--- src/hw/rtl/utt_pkg.sv ---
`timescale 1ns / 1ps
package utt_pkg;

   localparam int TRIG_BITS    = 24;
   localparam int CORDIC_STEPS = 30;
   localparam int ANG_W        = 34;
   localparam int TRIG_W       = 28;
   localparam int DIFF_W       = 33;

   localparam logic signed [ANG_W-1:0] Q30_PI       = 34'sd3373259426;
   localparam logic signed [ANG_W-1:0] Q30_HALF_PI  = 34'sd1686629713;
   localparam logic signed [ANG_W-1:0] CORDIC_START = 34'sd652032874;
   localparam logic [63:0]             Q30_TWO_PI   = 64'd6746518852;

   localparam logic signed [ANG_W-1:0] ATAN_TABLE [CORDIC_STEPS] = '{
      34'sd843314856, 34'sd497837829, 34'sd263043836, 34'sd133525158, 34'sd67021686,
      34'sd33543515,  34'sd16775850,  34'sd8388437,   34'sd4194282,   34'sd2097149,
      34'sd1048575,   34'sd524287,    34'sd262143,    34'sd131071,    34'sd65535,
      34'sd32767,     34'sd16383,     34'sd8191,      34'sd4095,      34'sd2047,
      34'sd1023,      34'sd511,       34'sd255,       34'sd127,       34'sd63,
      34'sd31,        34'sd15,        34'sd7,         34'sd3,         34'sd1
   };

   typedef struct packed {
      logic signed [ANG_W-1:0] x;
      logic signed [ANG_W-1:0] y;
      logic signed [ANG_W-1:0] a;
      logic                    neg;
   } rot_type;

   typedef struct packed {
      logic                     valid;
      logic                     ref_valid;
      logic signed [DIFF_W-1:0] dx;
      logic signed [DIFF_W-1:0] dy;
      logic signed [19:0]       heading;
      logic signed [19:0]       extra;
      logic signed [23:0]       vr;
      logic signed [23:0]       wr;
   } carry_type;

   typedef struct packed {
      rot_type   robot;
      rot_type   path;
      carry_type carry;
   } cell_type;

   typedef struct packed {
      logic               enabled;
      logic signed [23:0] gain_along;
      logic signed [23:0] gain_cross;
      logic signed [23:0] gain_heading;
      logic signed [23:0] gain_theta;
      logic signed [23:0] gain_extra;
      logic [22:0]        linear_limit;
      logic [22:0]        angular_limit;
   } cfg_type;

   typedef enum logic [2:0] {
      REG_TRACKING_ENABLED,
      REG_GAIN_ALONG,
      REG_GAIN_CROSS,
      REG_GAIN_HEADING,
      REG_GAIN_THETA,
      REG_GAIN_EXTRA,
      REG_LINEAR_LIMIT,
      REG_ANGULAR_LIMIT
   } reg_index_type;

   localparam logic signed [23:0] RST_GAIN_ALONG    = 24'sd131072;
   localparam logic signed [23:0] RST_GAIN_CROSS    = 24'sd65536;
   localparam logic signed [23:0] RST_GAIN_HEADING  = 24'sd203162;
   localparam logic signed [23:0] RST_GAIN_THETA    = 24'sd58982;
   localparam logic signed [23:0] RST_GAIN_EXTRA    = 24'sd0;
   localparam logic [22:0]        RST_LINEAR_LIMIT  = 23'd221513;
   localparam logic [22:0]        RST_ANGULAR_LIMIT = 23'd553779;

endpackage

--- src/hw/rtl/utt_cell.sv ---
`timescale 1ns / 1ps
module utt_cell #(
   parameter int STEP = 0
) (
   input  logic              clock,
   input  logic              reset,
   input  logic              en,
   input  utt_pkg::cell_type cell_d,
   output utt_pkg::cell_type cell_q
);
   import utt_pkg::*;

   cell_type cell_in, cell_ff;

   function automatic rot_type rotate(rot_type r);
      rot_type                 n;
      logic signed [ANG_W-1:0] xs;
      logic signed [ANG_W-1:0] ys;
      xs = $signed(r.x) >>> STEP;
      ys = $signed(r.y) >>> STEP;
      n  = r;
      if (!r.a[ANG_W-1]) begin
         n.x = $signed(r.x) - ys;
         n.y = $signed(r.y) + xs;
         n.a = $signed(r.a) - ATAN_TABLE[STEP];
      end else begin
         n.x = $signed(r.x) + ys;
         n.y = $signed(r.y) - xs;
         n.a = $signed(r.a) + ATAN_TABLE[STEP];
      end
      return n;
   endfunction

   always_comb begin
      cell_in       = cell_d;
      cell_in.robot = rotate(cell_d.robot);
      cell_in.path  = rotate(cell_d.path);
   end

   always_ff @(posedge clock) begin
      if (reset) begin
         cell_ff.carry.valid <= 1'b0;
      end else if (en) begin
         cell_ff <= cell_in;
      end
   end

   assign cell_q = cell_ff;
endmodule

--- config.mk ---
export PLATFORM = sky130hd
export DESIGN_NAME = utt_cell
export DESIGN_NICKNAME = d
export VERILOG_FILES = /design/src/hw/rtl/utt_pkg.sv /design/src/hw/rtl/utt_cell.sv
export SDC_FILE = /design/constraint.sdc
export NUM_CORES = 1
export LEC_CHECK = 0
export BUFFER_PORTS_ARGS = -buffer_cell sky130_fd_sc_hd__buf_2
export CAP_MARGIN = 20
export CORE_AREA = 3 3 280 282
export CTS_BUF_LIST = sky130_fd_sc_hd__clkbuf_4
export CTS_CLUSTER_DIAMETER = 80
export DETAILED_ROUTE_END_ITERATION = 10
export DIE_AREA = 0 0 283 285
export RECOVER_POWER = 50
export SLEW_MARGIN = 20
export SYNTH_ARGS = -nofsm -noshare
export SYNTH_HDL_FRONTEND = slang
export SYNTH_SLANG_ARGS = --single-unit
--- constraint.sdc ---
create_clock -name clock -period 23.5 [get_ports clock]
set_input_delay 7.05 -clock clock [delete_from_list [all_inputs] [get_ports clock]]
set_output_delay 7.05 -clock clock [all_outputs]
set_load 0.1 [all_outputs]
==> summary.md <==
| Metric | Value |
|---|---|
| Post-synthesis area per instance | `10.0 sq um` |
| PwrDens | `76.4 nW/um^2` |
| Core Rows | `101` |
| Crit Reg-Reg Startpoint | `cell_q[155]` |
| Synth unique cells | `100` |
| Pre-CTS setup slack | `12450 ps` |
| CP Depth | `5` |
| Tcrit/Tclk final | `58.8%` |
| Post-route ant nets | `0` |
| Cell count after synthesis | `2539` |
| RSZ-0062 raised after global routing | `false` |
| Die width | `283 microns` |
| Synth-to-Final Area Change | `22.6%` |
| Port bufs | `726` |
| Finish-stage setup viols | `0` |
| Worst slew margin | `-175%` |
| Maximum VDD drop | `33.2 uV` |
| Nets | `3911` |
| CP required | `24010 ps` |
| Initial Util | `33.4%` |
| Largest stage delay, worst path | `2910 ps` |
| Final wirelength | `101 mm` |
| Synth Net Count | `3168` |
| I/O Pins | `727` |
| DP HPWL | `80.8 mm` |
| Hold slack | `536 ps` |
| Top cells by count, synth | `edfxtp_1, a21oi_1, ha_1, inv_1, nor2_1` |
| Worst-Margin Slew | `4130 ps` |
| Outcome | `complete, but fails checks` |
| CP arrival | `14330 ps` |
| CTS Hold Bufs | `0` |
| Die H | `285 microns` |
| Critical-path cell list | `clkbuf_1, nor2b_1, clkbuf_1, clkbuf_1, buf_4` |
| Slowest-stage cell, CP | `clkbuf_1` |
| Wire length of the first global-routing pass | `145 mm` |
| GRT Overall Usage | `23.9%` |
| Drt first pass iters | `5` |
| Resized Gates After CTS | `0` |
| Type of the worst setup path | `in -> reg` |
| Final period demand of the worst path | `13820 ps` |
| R2r setup slk | `22900 ps` |
| Top delay family on crit path | `buffers and inverters` |
| Fmax | `72.4 MHz` |
| Number of max-cap violations | `9` |
| Vias/cell | `5.22` |
| Clk root buf | `clkbuf_4` |
| Footprint of the multi-input gates | `13300 sq um` |
| Clock Sinks | `360` |
| TritonCTS clock tree | `done` |
| Most frequent CP cell | `clkbuf_1` |
| DRC errors left | `0` |
| DR iter-0 viols | `1790` |
| Die footprint | `80700 sq um` |
| Failing checks | `capacitance limit, slew limit` |
| Ys flop type | `edfxtp_1` |
| Final instance area | `31100 sq um` |
| Setup Buffers After CTS | `0` |
| Post-Syn Area | `25400 sq um` |
| Synth Warn # | `0` |
| Clock Latency Late Sink | `890 ps` |
| Max Clock Skew | `0 ps` |
| Number of global-route vias before repair | `22100` |
| Synth top area cells | `edfxtp_1, ha_1, a21oi_1` |
| Worst Slack Setup Final | `9680 ps` |
| Reg area | `10800 sq um` |
| Synth async-reset ratio | `0%` |
| Worst Setup EP | `cell_q[123]` |
| Hold Crit Class | `reg -> reg` |
| Gr ovfl total | `0` |
| R2r worst-path depth | `2` |
| Largest net degree at the start of global routing | `88` |
| Wire per inst | `22.9 microns` |
| Setup total negative slack | `0 ps` |
| CTS buffer count | `102` |
| Register area share after synthesis | `42.5%` |
| Placed Area | `30000 sq um` |
| Slew Limit Fails | `535` |
| Reg-to-reg endpoint | `cell_q[155]` |
| Critical Path Sink Type | `flip-flop` |
| Initial antenna violation count | `48` |
| Placeable Area | `75900 sq um` |
| Most frequent cell after synthesis | `edfxtp_1` |
| Post-synth top area cell | `edfxtp_1` |
| Crit path launch | `en` |
| Kind of start point of the critical path | `input pin` |
| Share of the synthesized area in the top cell type | `42.5%` |
| Via count | `23000` |
| CTS Buffer Depth | `3` |
| Crit path max fanout | `73` |
| RD Place Congestion | `0.931` |
| Post-synth EDFFs | `359` |
| Fin. Hold Viols | `0` |
| Max reg flops | `360` |
| Layout cells sized above 1 | `24.7%` |
| Seq cells post-synth | `360` |
| Total of fill cells in the finished design | `7755` |
| Leakage | `13.4 nW` |
| H-tree depth | `3` |
| Worst path buffer plus inverter count | `4` |
| CTS clk-pin slew, worst paths | `60 ps` |
## report_power, final
part	switching (mW)	internal (mW)
logic	0.748	0.216
registers	0.0222	0.792
clock network	0.304	0.294
## cells in the final DEF, fill, tap and decap left out, drive strengths merged, types with 9 or more instances in the layout
cell and n:
o21ai 155, or3 12, a31oi 17, clkbuf 264, inv 225, nand2 109
or2 17, clkinv 39, a211o 9, xnor2 148, xor2 33, a221oi 9
nor4 16, a211oi 32, o31ai 23, o211ai 17, o21a 27, nor3 59
nand3 39, a21oi 277, buf 614, nand2b 31, a21o 77, o22ai 14
diode 21, edfxtp 359, mux2i 28, o21bai 64, ha 256, nand4 26
nor2 205, nor2b 25
## worst min-delay path by stage
| stage | startpoint | to | slack (ps) | cells past startpoint |
|---|---|---|---|---|
| 2_1_floorplan | cell_q[155] | cell_q[155] | 970 | 2 |
| 3_3_place_gp | cell_q[155] | cell_q[155] | 490 | 2 |
| 3_5_place_dp | cell_q[155] | cell_q[155] | 520 | 2 |
| 4_1_cts | cell_q[155] | cell_q[155] | 530 | 2 |
| 5_1_grt | cell_q[155] | cell_q[155] | 590 | 2 |
| 6_report | cell_q[155] | cell_q[155] | 540 | 2 |
## cells by family (layout without fill, tap and decap cells)
logic type      after synthesis  after routing  synth area share (%)
compound gates              813            813                  21.1
mux                          28             28                  1.10
other cells                   0             21                     0
flops                       360            360                  42.5
simple gates                569            569                  10.7
xor+xnor                    181            181                  6.25
buf+inv                     324           1143                  5.05
fa+ha+maj                   264            264                  13.2
## per-layer routing
layer	up-vias	track usage [%]	share of wire, %
li1	10800	-	-
met1	10900	30.3	41
met2	1079	38.3	46
met3	196	6.79	9.0
met4	28	9.68	4.0
met5	-	0	0.18
## through the flow
step | cells | total power, mW | utilization, %
after floorplan | 2539 | 1.57 | -
after global placement | 4208 | 1.79 | 39.5
after detailed placement | 4208 | 1.79 | 39.5
after CTS | 4388 | 2.40 | 41.1
after global routing | 4404 | 2.48 | 40.9
final | 4409 | 2.38 | 41.0
## worst reg2reg max path, cell delays in order, from the launching register on
cell	delay (ps)
dfxtp_1	320
mux2i_1	120
nor2_1	50
## layout make-up
cell class | instances | share of cell area, %
multi-input combinational | 1855 | 42.7
sequential | 360 | 34.7
timing repair buffer | 736 | 11.4
tap | 1030 | 4.14
clock buffer | 142 | 3.43
inverter | 227 | 2.74
clock inverter | 38 | 0.712
antenna | 21 | 0.169
No activity file was read; power rests on OpenSTA's default activity.
