`config.mk`:
```
export PLATFORM = sky130hd
export DESIGN_NAME = utt_csr
export DESIGN_NICKNAME = d
export VERILOG_FILES = /design/src/hw/rtl/utt_pkg.sv /design/src/hw/rtl/utt_csr.sv
export SDC_FILE = /design/constraint.sdc
export NUM_CORES = 1
export LEC_CHECK = 0
export BUFFER_PORTS_ARGS = -buffer_cell sky130_fd_sc_hd__buf_2
export CAP_MARGIN = 10
export CORE_UTILIZATION = 50
export CTS_CLUSTER_DIAMETER = 80
export DETAILED_ROUTE_END_ITERATION = 7
export PLACE_DENSITY = 0.76
export SLEW_MARGIN = 10
export SYNTH_ARGS = -nofsm -noshare
export SYNTH_HDL_FRONTEND = slang
export SYNTH_SLANG_ARGS = --single-unit
```
`constraint.sdc`:
```
create_clock -name clock -period 2.9 [get_ports clock]
set_input_delay 0.145 -clock clock [delete_from_list [all_inputs] [get_ports clock]]
set_output_delay 0.145 -clock clock [all_outputs]
set_load 0.05 [all_outputs]
```
`src/hw/rtl/utt_pkg.sv`:
```
`timescale 1ns / 1ps
package utt_pkg;

   localparam int TRIG_BITS    = 24;
   localparam int CORDIC_STEPS = 30;
   localparam int ANG_W        = 34;
   localparam int TRIG_W       = 28;
   localparam int DIFF_W       = 33;

   localparam logic signed [ANG_W-1:0] Q30_PI       = 34'sd3373259426;
   localparam logic signed [ANG_W-1:0] Q30_HALF_PI  = 34'sd1686629713;
   localparam logic signed [ANG_W-1:0] CORDIC_START = 34'sd652032874;
   localparam logic [63:0]             Q30_TWO_PI   = 64'd6746518852;

   localparam logic signed [ANG_W-1:0] ATAN_TABLE [CORDIC_STEPS] = '{
      34'sd843314856, 34'sd497837829, 34'sd263043836, 34'sd133525158, 34'sd67021686,
      34'sd33543515,  34'sd16775850,  34'sd8388437,   34'sd4194282,   34'sd2097149,
      34'sd1048575,   34'sd524287,    34'sd262143,    34'sd131071,    34'sd65535,
      34'sd32767,     34'sd16383,     34'sd8191,      34'sd4095,      34'sd2047,
      34'sd1023,      34'sd511,       34'sd255,       34'sd127,       34'sd63,
      34'sd31,        34'sd15,        34'sd7,         34'sd3,         34'sd1
   };

   typedef struct packed {
      logic signed [ANG_W-1:0] x;
      logic signed [ANG_W-1:0] y;
      logic signed [ANG_W-1:0] a;
      logic                    neg;
   } rot_type;

   typedef struct packed {
      logic                     valid;
      logic                     ref_valid;
      logic signed [DIFF_W-1:0] dx;
      logic signed [DIFF_W-1:0] dy;
      logic signed [19:0]       heading;
      logic signed [19:0]       extra;
      logic signed [23:0]       vr;
      logic signed [23:0]       wr;
   } carry_type;

   typedef struct packed {
      rot_type   robot;
      rot_type   path;
      carry_type carry;
   } cell_type;

   typedef struct packed {
      logic               enabled;
      logic signed [23:0] gain_along;
      logic signed [23:0] gain_cross;
      logic signed [23:0] gain_heading;
      logic signed [23:0] gain_theta;
      logic signed [23:0] gain_extra;
      logic [22:0]        linear_limit;
      logic [22:0]        angular_limit;
   } cfg_type;

   typedef enum logic [2:0] {
      REG_TRACKING_ENABLED,
      REG_GAIN_ALONG,
      REG_GAIN_CROSS,
      REG_GAIN_HEADING,
      REG_GAIN_THETA,
      REG_GAIN_EXTRA,
      REG_LINEAR_LIMIT,
      REG_ANGULAR_LIMIT
   } reg_index_type;

   localparam logic signed [23:0] RST_GAIN_ALONG    = 24'sd131072;
   localparam logic signed [23:0] RST_GAIN_CROSS    = 24'sd65536;
   localparam logic signed [23:0] RST_GAIN_HEADING  = 24'sd203162;
   localparam logic signed [23:0] RST_GAIN_THETA    = 24'sd58982;
   localparam logic signed [23:0] RST_GAIN_EXTRA    = 24'sd0;
   localparam logic [22:0]        RST_LINEAR_LIMIT  = 23'd221513;
   localparam logic [22:0]        RST_ANGULAR_LIMIT = 23'd553779;

endpackage

```
`src/hw/rtl/utt_csr.sv`:
```
`timescale 1ns / 1ps
module utt_csr (
   input  logic             clock,
   input  logic             reset,
   input  logic             psel,
   input  logic             penable,
   input  logic             pwrite,
   input  logic [4:0]       paddr,
   input  logic [31:0]      pwdata,
   output logic [31:0]      prdata,
   output logic             pready,
   output utt_pkg::cfg_type cfg
);
   import utt_pkg::*;

   cfg_type       cfg_ff;
   cfg_type       cfg_in;
   reg_index_type index;
   logic          write_hit;

   assign index     = reg_index_type'(paddr[4:2]);
   assign write_hit = psel && penable && pwrite;
   assign pready    = 1'b1;
   assign cfg       = cfg_ff;

   always_comb begin
      cfg_in = cfg_ff;
      if (write_hit) begin
         unique case (index)
            REG_TRACKING_ENABLED: cfg_in.enabled       = pwdata[0];
            REG_GAIN_ALONG:       cfg_in.gain_along    = pwdata[23:0];
            REG_GAIN_CROSS:       cfg_in.gain_cross    = pwdata[23:0];
            REG_GAIN_HEADING:     cfg_in.gain_heading  = pwdata[23:0];
            REG_GAIN_THETA:       cfg_in.gain_theta    = pwdata[23:0];
            REG_GAIN_EXTRA:       cfg_in.gain_extra    = pwdata[23:0];
            REG_LINEAR_LIMIT:     cfg_in.linear_limit  = pwdata[22:0];
            REG_ANGULAR_LIMIT:    cfg_in.angular_limit = pwdata[22:0];
            default:              cfg_in = cfg_ff;
         endcase
      end
   end

   always_comb begin
      unique case (index)
         REG_TRACKING_ENABLED: prdata = {31'd0, cfg_ff.enabled};
         REG_GAIN_ALONG:       prdata = {8'd0, cfg_ff.gain_along};
         REG_GAIN_CROSS:       prdata = {8'd0, cfg_ff.gain_cross};
         REG_GAIN_HEADING:     prdata = {8'd0, cfg_ff.gain_heading};
         REG_GAIN_THETA:       prdata = {8'd0, cfg_ff.gain_theta};
         REG_GAIN_EXTRA:       prdata = {8'd0, cfg_ff.gain_extra};
         REG_LINEAR_LIMIT:     prdata = {9'd0, cfg_ff.linear_limit};
         REG_ANGULAR_LIMIT:    prdata = {9'd0, cfg_ff.angular_limit};
         default:              prdata = 32'd0;
      endcase
   end

   always_ff @(posedge clock) begin
      if (reset) begin
         cfg_ff.enabled       <= 1'b0;
         cfg_ff.gain_along    <= RST_GAIN_ALONG;
         cfg_ff.gain_cross    <= RST_GAIN_CROSS;
         cfg_ff.gain_heading  <= RST_GAIN_HEADING;
         cfg_ff.gain_theta    <= RST_GAIN_THETA;
         cfg_ff.gain_extra    <= RST_GAIN_EXTRA;
         cfg_ff.linear_limit  <= RST_LINEAR_LIMIT;
         cfg_ff.angular_limit <= RST_ANGULAR_LIMIT;
      end else begin
         cfg_ff <= cfg_in;
      end
   end
endmodule

```
==> flow_metrics.env <==
export IMPL_grt_overflow_total=0
export IMPL_antenna_left=0
export IMPL_rsz0062_at_grt="no"
export IMPL_multi_input_comb_area_mm2=0.00421
export IMPL_clock_skew_ns=0
export IMPL_synth_simple_area_share_pct=17.5
export IMPL_hold_depth=3
export IMPL_track_usage_pct=29.3
export IMPL_grt_pass1_wl_um=36600
export IMPL_critical_path_class="in -> out"
export IMPL_cts_sinks=167
export IMPL_htreeDepth=4
export IMPL_netlist_instances=813
export IMPL_hold_path_startpoint="pwdata[6]"
export IMPL_avgSynthCellArea_um2=9.92
export IMPL_yosysUniqueCellTypes=45
export IMPL_finalHoldViolCount=0
export IMPL_netlist_area_mm2=0.00806
export IMPL_cts_root_buffer="clkbuf_16"
export IMPL_place_congestion=0.798
export IMPL_firstDrtPassIters=5
export IMPL_nFillCells=1335
export IMPL_synth_adder_area_share_pct=0
export IMPL_crit_arrival_ns=2.10
export IMPL_layout_nets=1058
export IMPL_cp_startpoint="paddr[2]"
export IMPL_num_rows=46
export IMPL_ys_flop_type="dfxtp_1"
export IMPL_r2r_end="cfg[108]"
export IMPL_dp_hpwl_um=16100
export IMPL_drt_total_wl_um=24300
export IMPL_synth_xor_area_share_pct=0
export IMPL_cts_resized_gates=0
export IMPL_worst_pin_slew_ns=0.790
export IMPL_diodes=0
export IMPL_post_layout_nonfiller_instances=1244
export IMPL_seq_area_frac_synth_pct=41.5
export IMPL_core_area_mm2=0.0158
export IMPL_pin_count=242
export IMPL_setup_violations=0
export IMPL_power_mw=5.03
export IMPL_routed_via_density=5.60
export IMPL_die_h_um=129
export IMPL_numCtsBuffers=17
export IMPL_synth_mux_area_share_pct=22.9
export IMPL_drtIter0Drc=459
export IMPL_clock_fmax_mhz=445
export IMPL_synthTopCellsByArea="dfxtp_1, mux2i_1, nand2b_1, a22oi_1, mux2_2"
export IMPL_cts_tree="yes"
export IMPL_min_to="cfg[100]"
export IMPL_worstReg2RegStart="cfg[108]"
export IMPL_hold_path_class="in -> reg"
export IMPL_rrSetupSlack_ns=2.12
export IMPL_syn_to_final_growth_pct=22.1
export IMPL_fin_setup_tns_ns=0
export IMPL_slew_headroom_pct=47.3
export IMPL_largest_reg_flops=167
export IMPL_synthTopCellsByCount="dfxtp_1, mux2i_1, nand2b_1, nor2_1, a22oi_1"
export IMPL_power_leakage_nw=4.67
export IMPL_status="finished, final reports clean"
export IMPL_grt_pass1_vias=6420
export IMPL_antenna_found_initial=0
export IMPL_maxCapViolations=0
export IMPL_async_reset_ff_share_pct=0
export IMPL_end_kind="output pin"
export IMPL_crit_required_ns=2.76
export IMPL_grt_max_degree=79
export IMPL_path_max_fanout=18
export IMPL_wl_per_cell_um=19.6
export IMPL_r2r_cells=2
export IMPL_clk_pin_slew_worst_paths_ns=0.06
export IMPL_die_width_um=129
export IMPL_drive_above_1_share_pct=31.1
export IMPL_synth_edf_count=0
export IMPL_dieArea_mm2=0.0166
export IMPL_synth_top_family_by_area="multiplexers"
export IMPL_finalInstanceArea_mm2=0.00984
export IMPL_synth_compound_area_share_pct=11.4
export IMPL_fin_crit_sh_pct=77.4
export IMPL_synthMostInstantiatedCell="dfxtp_1"
export IMPL_port_buffers=222
export IMPL_post_route_min_period_ns=2.25
export IMPL_clock_latency_ns=0.43
export IMPL_ir_worst_vdd_mv=0.420
export IMPL_place_area_mm2=0.00918
export IMPL_cts_setup_buffers=0
export IMPL_vias=6970
export IMPL_start_kind="input port"
export IMPL_synth_seq_cells=167
export IMPL_report_final_slew_viol_count=0
export IMPL_drc=0
export IMPL_synth_top_area_share_pct=41.5
export IMPL_seqCellArea_mm2=0.00334
export IMPL_ctsHoldBuffers=12
export IMPL_ys_warn_count=0
export IMPL_power_density_mw_per_mm2=511
export IMPL_placed_cells=1201
export IMPL_start_util_pct=50.9
export IMPL_clock_path_buffers=2
export IMPL_synth_largest_area_cell="dfxtp_1"
[worst max path at each step]
| stage | to |
|---|---|
| finish | prdata[14] |
| floorplan | prdata[23] |
| global placement | prdata[14] |
| CTS | prdata[14] |
| detailed placement | prdata[14] |
| global route | prdata[19] |
[critical path: stages]
cell and delay [ns]:
buf_2 0.44, and2b_1 0.54, buf_4 0.29, a22oi_1 0.08, o221ai_1 0.26, buf_2 0.32
[final cells by class]
type / instances / area share [%]
flip-flops and latches: 167 / 34.0
clock buffers: 22 / 4.72
well taps: 216 / 2.75
clock inverters: 9 / 0.788
inverters: 5 / 0.191
multi-input cells: 567 / 42.8
repair buffers: 258 / 14.8
[cell usage in the layout, fill, tap and decap left out, drive strengths merged, types with 2 or more instances in the layout]
master,instances
a22oi,49
nand2,10
inv,5
nor2b,3
and2b,2
nor3,3
clkbuf,22
nand3,31
dlygate4sd3,12
nand2b,126
o21ai,30
dfxtp,167
and2,2
a21oi,33
o221ai,17
mux2,29
nor2,62
a221oi,5
clkinvlp,3
mux4,4
buf,246
clkinv,5
nor3b,2
conb,9
mux2i,140
[cells by family after synthesis]
logic type             after synthesis
buffers and inverters               86
DFF                                167
muxes                              173
and+or+nand+nor                    248
AOI/OAI and AO/OA                  137
other                                2
[through the flow]
stage | hold slack, ns | setup slack (ns) | util, %
2_1_floorplan | 0.293 | 0.714 | -
3_3_place_gp | 0.422 | 0.662 | 58.0
3_5_place_dp | 0.429 | 0.665 | 58.0
4_1_cts | 0.000865 | 0.665 | 62.2
5_1_grt | 0.00104 | 0.600 | 62.2
6_report | 0.0156 | 0.654 | 62.2
[metal layers]
metal | global-route usage, % | vias to the layer above | wire length, µm
met5 | 0 | - | 0
met2 | 47.9 | 291 | 11500
met4 | 9.07 | 0 | 348
li1 | - | 3266 | -
met1 | 39.4 | 3381 | 11000
met3 | 4.91 | 32 | 1490
[power by group]
part           total (mW)  internal, mW  switching [mW]  leakage [nW]
combinational       0.579         0.173           0.405          3.06
clock                2.13          1.21           0.914         0.262
sequential           2.33          2.31          0.0144          1.35
No activity file was read; power rests on OpenSTA's default activity.
